### config.mk
export PLATFORM = sky130hd
export DESIGN_NAME = vrt_ctrl
export DESIGN_NICKNAME = d
export VERILOG_FILES = /design/src/hdl/vrt_pkg.sv /design/src/hdl/vrt_ctrl.sv
export SDC_FILE = /design/constraint.sdc
export NUM_CORES = 1
export LEC_CHECK = 0
export ABC_AREA = 1
export BUFFER_PORTS_ARGS = -buffer_cell sky130_fd_sc_hd__buf_2
export CORE_MARGIN = 3
export CORE_UTILIZATION = 40
export DETAILED_ROUTE_END_ITERATION = 7
export HOLD_SLACK_MARGIN = 0.02
export PLACE_DENSITY = 0.74
export SYNTH_ARGS = -nofsm -noshare
export SYNTH_HDL_FRONTEND = slang
export SYNTH_SLANG_ARGS = --single-unit
### constraint.sdc
create_clock -name clock -period 1.7 [get_ports clock]
set_input_delay 0.255 -clock clock [delete_from_list [all_inputs] [get_ports clock]]
set_output_delay 0.255 -clock clock [all_outputs]
set_load 0.05 [all_outputs]
### src/hdl/vrt_pkg.sv
`timescale 1ns / 1ps
// ----------------------------------------------------------------------------
// Voxel ray traversal package
// Shared widths, codes and the command and status bundles that pass between
// the traversal controller and its datapath.
// ----------------------------------------------------------------------------
package vrt_pkg;

   // Fixed-point format and default grid size.
   localparam int FRAC_BITS           = 16;
   localparam int GRID_SIDE_DEFAULT   = 32;
   localparam int GRID_HEIGHT_DEFAULT = 32;

   // Small offset added to the travel distance before a sample is taken.
   localparam int NUDGE = ((1 << FRAC_BITS) + 500) / 1000;

   // Port widths.
   localparam int REQ_DATA_W = 160;
   localparam int RSP_DATA_W = 72;
   localparam int STATUS_W   = 2;

   // Field widths.
   localparam int ORG_W  = 24;
   localparam int HEAD_W = 16;
   localparam int MD_W   = 16;
   localparam int CODE_W = 8;
   localparam int VOX_W  = 5;

   // Internal widths.
   localparam int SUM_W  = 32;
   localparam int ROOT_W = 32;
   localparam int REM_W  = 36;
   localparam int Q_W    = 18;
   localparam int STP_W  = 2 * FRAC_BITS + 1;
   localparam int LEN_W  = 48;
   localparam int DIV_DW = 48;
   localparam int DIV_VW = 33;
   localparam int T_W    = 25;
   localparam int PROD_W = T_W + Q_W;
   localparam int POS_W  = 29;
   localparam int K_W    = 11;

   typedef enum logic {
      CMD_WRITE = 1'b0,
      CMD_TRACE = 1'b1
   } cmd_type;

   typedef enum logic [STATUS_W-1:0] {
      STATUS_NONE = 2'd0,
      STATUS_HIT  = 2'd1,
      STATUS_OUT  = 2'd2
   } status_type;

   // Division jobs run during ray setup.
   typedef enum logic [1:0] {
      JOB_DIR  = 2'd0,
      JOB_STEP = 2'd1,
      JOB_LEN  = 2'd2
   } job_type;

   typedef struct packed {
      logic       load;
      logic       write;
      logic       square;
      logic       root_start;
      logic       div_start;
      logic       div_store;
      job_type    job;
      logic [1:0] axis;
      logic       adjust;
      logic       mul;
      logic       pos;
      logic [1:0] pos_axis;
      logic       read;
      logic       advance;
      logic       dist_load;
      logic       count;
      logic       out_load;
      status_type status;
   } vrt_cmd_type;

   typedef struct packed {
      logic sum_zero;
      logic root_busy;
      logic div_busy;
      logic walk_on;
      logic outside;
      logic solid;
      logic moving_any;
   } vrt_stat_type;

endpackage

### src/hdl/vrt_ctrl.sv
`timescale 1ns / 1ps
// ----------------------------------------------------------------------------
// Traversal controller
// Sequences ray setup and the grid walk, and owns both handshakes.
// ----------------------------------------------------------------------------
module vrt_ctrl (
   input  logic                 clock,
   input  logic                 reset,
   input  logic                 req_tvalid,
   input  logic                 req_trace,
   output logic                 req_tready,
   output logic                 rsp_tvalid,
   input  logic                 rsp_tready,
   input  vrt_pkg::vrt_stat_type stat,
   output vrt_pkg::vrt_cmd_type  cmd
);

   typedef enum logic [3:0] {
      ST_IDLE,
      ST_SQUARE,
      ST_ROOT_START,
      ST_ROOT_WAIT,
      ST_DIV_START,
      ST_DIV_WAIT,
      ST_ADJUST,
      ST_CHECK,
      ST_MUL,
      ST_BOUNDS,
      ST_CODE,
      ST_ADVANCE,
      ST_DIST,
      ST_FINISH
   } state_type;

   state_type            state_ff, state_in;
   logic [1:0]           axis_ff, axis_in;
   logic [1:0]           phase_ff, phase_in;
   vrt_pkg::job_type     job_ff, job_in;
   vrt_pkg::status_type  status_ff, status_in;
   logic                 rsp_valid_ff, rsp_valid_in;
   logic                 accept;

   assign req_tready = (state_ff == ST_IDLE);
   assign rsp_tvalid = rsp_valid_ff;
   assign accept     = req_tvalid && req_tready;

   // Next state and commands to the datapath.
   always_comb begin
      state_in  = state_ff;
      axis_in   = axis_ff;
      phase_in  = phase_ff;
      job_in    = job_ff;
      status_in = status_ff;
      cmd          = '0;
      cmd.job      = job_ff;
      cmd.axis     = axis_ff;
      cmd.pos_axis = phase_ff - 2'd1;
      cmd.status   = status_ff;

      unique case (state_ff)
         ST_IDLE: begin
            if (accept) begin
               if (req_trace) begin
                  cmd.load  = 1'b1;
                  axis_in   = 2'd0;
                  status_in = vrt_pkg::STATUS_NONE;
                  state_in  = ST_SQUARE;
               end else begin
                  cmd.write = 1'b1;
               end
            end
         end
         ST_SQUARE: begin
            cmd.square = 1'b1;
            if (axis_ff == 2'd2) begin
               axis_in  = 2'd0;
               state_in = ST_ROOT_START;
            end else begin
               axis_in = axis_ff + 2'd1;
            end
         end
         ST_ROOT_START: begin
            if (stat.sum_zero) begin
               status_in = vrt_pkg::STATUS_NONE;
               state_in  = ST_FINISH;
            end else begin
               cmd.root_start = 1'b1;
               state_in       = ST_ROOT_WAIT;
            end
         end
         ST_ROOT_WAIT: begin
            if (!stat.root_busy) begin
               job_in   = vrt_pkg::JOB_DIR;
               axis_in  = 2'd0;
               state_in = ST_DIV_START;
            end
         end
         ST_DIV_START: begin
            cmd.div_start = 1'b1;
            state_in      = ST_DIV_WAIT;
         end
         ST_DIV_WAIT: begin
            if (!stat.div_busy) begin
               cmd.div_store = 1'b1;
               state_in      = ST_DIV_START;
               if (axis_ff == 2'd2) begin
                  axis_in = 2'd0;
                  unique case (job_ff)
                     vrt_pkg::JOB_DIR:  job_in = vrt_pkg::JOB_STEP;
                     vrt_pkg::JOB_STEP: job_in = vrt_pkg::JOB_LEN;
                     default:           state_in = ST_ADJUST;
                  endcase
               end else begin
                  axis_in = axis_ff + 2'd1;
               end
            end
         end
         ST_ADJUST: begin
            cmd.adjust = 1'b1;
            state_in   = ST_CHECK;
         end
         ST_CHECK: begin
            if (stat.walk_on) begin
               phase_in = 2'd0;
               state_in = ST_MUL;
            end else begin
               status_in = vrt_pkg::STATUS_NONE;
               state_in  = ST_FINISH;
            end
         end
         ST_MUL: begin
            // Multiply one axis and form the position of the previous one.
            cmd.axis = phase_ff;
            cmd.mul  = (phase_ff != 2'd3);
            cmd.pos  = (phase_ff != 2'd0);
            phase_in = phase_ff + 2'd1;
            if (phase_ff == 2'd3) begin
               state_in = ST_BOUNDS;
            end
         end
         ST_BOUNDS: begin
            if (stat.outside) begin
               status_in = vrt_pkg::STATUS_OUT;
               state_in  = ST_FINISH;
            end else begin
               cmd.read = 1'b1;
               state_in = ST_CODE;
            end
         end
         ST_CODE: begin
            if (stat.solid) begin
               status_in = vrt_pkg::STATUS_HIT;
               state_in  = ST_FINISH;
            end else if (stat.moving_any) begin
               state_in = ST_ADVANCE;
            end else begin
               cmd.count = 1'b1;
               state_in  = ST_CHECK;
            end
         end
         ST_ADVANCE: begin
            cmd.advance = 1'b1;
            state_in    = ST_DIST;
         end
         ST_DIST: begin
            cmd.dist_load = 1'b1;
            cmd.count     = 1'b1;
            state_in      = ST_CHECK;
         end
         ST_FINISH: begin
            if (!rsp_valid_ff || rsp_tready) begin
               cmd.out_load = 1'b1;
               state_in     = ST_IDLE;
            end
         end
         default: state_in = ST_IDLE;
      endcase

      rsp_valid_in = cmd.out_load ? 1'b1 : (rsp_tready ? 1'b0 : rsp_valid_ff);
   end

   // State and registered outputs.
   always_ff @(posedge clock) begin
      if (reset) begin
         state_ff     <= ST_IDLE;
         axis_ff      <= 2'd0;
         phase_ff     <= 2'd0;
         job_ff       <= vrt_pkg::JOB_DIR;
         status_ff    <= vrt_pkg::STATUS_NONE;
         rsp_valid_ff <= 1'b0;
      end else begin
         state_ff     <= state_in;
         axis_ff      <= axis_in;
         phase_ff     <= phase_in;
         job_ff       <= job_in;
         status_ff    <= status_in;
         rsp_valid_ff <= rsp_valid_in;
      end
   end

endmodule

==> flow_metrics.tcl <==
set metrics [dict create \
    synth_top_area_share_pct 24.3 \
    worst-path-max-fanout 5 \
    end_kind "output port" \
    synthCells 196 \
    power_w 0.00176 \
    r2r_cells 8 \
    leakagePower_nw 0.846 \
    cts_sinks 13 \
    fmax_ghz 0.572 \
    root_buffer "clkbuf_4" \
    gp_congestion 0.841 \
    critPathKind "reg -> out" \
    yosysSeqAreaShare_pct 24.3 \
    relSlewSlack_pct 84.0 \
    grt-ovfl-total 0 \
    yosysMostFrequentCell "nand2_1" \
    core_region_area_um2 2500 \
    rrSetupSlack_ps 270 \
    synth_area_per_cell_um2 5.46 \
    drt-initial-drc-count 48 \
    final-hold-violation-count 0 \
    n_fill_cell 249 \
    antenna_left 0 \
    grt_pass1_wl_um 4870 \
    synth_nets 210 \
    track_usage_pct 18.7 \
    antenna_cells 0 \
    fp.dieW_um 57.7 \
    boundaryPins 36 \
    postCtsHoldBufs 0 \
    synthArstFlopShare_pct 0 \
    drive_gt1_share_pct 33.6 \
    r2r_end "state_ff[2]" \
    synth_cell_types 19 \
    seq_area_um2 274 \
    fin_worst_skew_ps 0.294 \
    final_cells 271 \
    setup_ws_ps -47.8 \
    violations "setup timing" \
    post_drt_wl_per_cell_um 10.9 \
    max_cap_violations 0 \
    synth_seq_cells 13 \
    vias 1281 \
    viasPerCell 4.73 \
    endpoint "cmd[12]" \
    multi_input_area_um2 711 \
    clkLatencyLatePin_ps 280 \
    r2r_start "state_ff[1]" \
    numCtsBuffers 3 \
    slew_viol_final 0 \
    worstHoldPathType "in -> reg" \
    fp.dieH_um 57.7 \
    required_ps 1440 \
    post-place-cells 263 \
    grt_pass1_vias 1179 \
    post-place-ws_ps 116 \
    synth_top_cell_by_area "dfxtp_1" \
    io_buffer_count 35 \
    areaGrowthSynthToFinish_pct 38.4 \
    post-route-util_pct 59.2 \
    num_rows 18 \
    start_util_pct 42.8 \
    fin_crit_sh_pct 103 \
    antenna_found_initial 0 \
    yosys_most_used_dff "dfxtp_1" \
    finalSetupViolCount 1 \
    h-tree-depth 1 \
    start_kind "flop" \
    drtPass1Iterations 4 \
    dpl.hpwl_um 2280 \
    grt_max_degree 10 \
    synth_area_um2 1070 \
    ir_drop_mv 0.857 \
    tightest_slew_ps 238 \
    rsz0062_at_grt "yes" \
    cts_tree "yes" \
    drc_errors 0 \
    clk_path_buf_depth 2 \
    startpoint "state_ff[1]" \
    routed_wl_um 2950 \
    nNetsFinal 256 \
    cp.arrival_ps 1490 \
    synth-edff-count 0 \
    synth.area.top_cells "dfxtp_1 24%, nand2_1 19%, nor2_1 13%, inv_1 12%, nand3_1 9.4%" \
    setup_tns_ps -47.8 \
    status "finished with violations" \
    min_period_ps 1750 \
    die_area_um2 3330 \
    yosysWarnings 0 \
    path_clk_slew_ps 80 \
    synth_common_cells "53 x nand2_1, 37 x nor2_1, 33 x inv_1, 20 x nand3_1, 13 x dfxtp_1" \
    power-per-cell-area_nw_per_um2 1190 \
]
logic make-up (layout without fill, tap and decap cells):
kind of cell | count (synthesis) | after routing | synth area share, %
AOI/OAI and AO/OA | 14 | 14 | 6.90
adders and majority gates | 2 | 2 | 2.34
buffers and inverters | 41 | 86 | 14.7
DFF | 13 | 13 | 24.3
and+or+nand+nor | 126 | 126 | 51.7
metal layers:
layer / vias up / wire length (um) / global-route usage, %
met5: - / 0 / 0
met4: 0 / 61 / 7.62
met3: 6 / 155 / 2.90
met2: 36 / 1430 / 30.8
met1: 556 / 1300 / 24.4
li1: 683 / - / -
timing repair:
item	CTS	global route
gates resized for setup	15	25
buffers inserted	1	3
pin swaps	1	3
endpoints found under the setup margin	13	12
gates cloned	0	0
state kept, by name (all words and copies together) (netlist names):
signal and flops:
state_ff 4, axis_ff 2, job_ff 2, phase_ff 2
status_ff 2, rsp_tvalid 1
worst max-delay path: stages (launching register included):
cell     delay (ps)
dfxtp_2         370
nor2_4          160
inv_1            90
nor2_4          140
inv_4            80
a21oi_2         180
buf_6           190
layout by cell type (no fill, tap or decap):
master | synthesis | final
nand2_1 | 53 | 51
nor2_1 | 37 | 34
inv_1 | 33 | 31
buf_2 | 0 | 25
nand3_1 | 20 | 20
buf_4 | 1 | 12
nor2_4 | 2 | 9
a21oi_1 | 9 | 8
dfxtp_1 | 13 | 8
inv_2 | 6 | 6
buf_6 | 0 | 5
nand2_2 | 2 | 4
nor2_2 | 8 | 4
clkbuf_4 | 0 | 4
o21ai_2 | 1 | 3
dfxtp_4 | 0 | 3
nand3b_1 | 2 | 2
ha_1 | 2 | 2
dfxtp_2 | 0 | 2
nor3_1 | 1 | 1
inv_4 | 0 | 1
a21oi_2 | 0 | 1
clkinvlp_4 | 0 | 1
nand3_2 | 1 | 1
o21ai_0 | 3 | 1
o21ai_1 | 1 | 1
clkbuf_1 | 0 | 1
worst min-delay path by stage:
stage | start | to | depth (start not counted)
after floorplan | stat[5] | state_ff[1] | 2
after global placement | axis_ff[0] | axis_ff[0] | 2
after detailed placement | job_ff[0] | job_ff[0] | 2
after CTS | reset | state_ff[3] | 2
after global routing | reset | state_ff[1] | 2
final | reset | state_ff[3] | 2
area by class of cell:
class,count,area share (%)
well taps,30,2.54
multi-input cells,142,48.0
inverters,39,10.3
flip-flops and latches,13,18.5
repair buffers,43,18.9
clock buffers,4,1.78
where the power goes:
group / internal, W / switching (W)
clock: 0.0000910 / 0.000109
combinational: 0.000349 / 0.000776
sequential: 0.000370 / 0.0000669
total: 0.000811 / 0.000951
stage by stage:
stage               hold WS [ps]  cell area [um^2]
finish                       263              1480
global route                 270              1480
CTS                          256              1390
detailed placement           502              1320
global placement             497              1320
floorplan                    439              1090
Note: power is estimated with default switching activity, not from simulation.
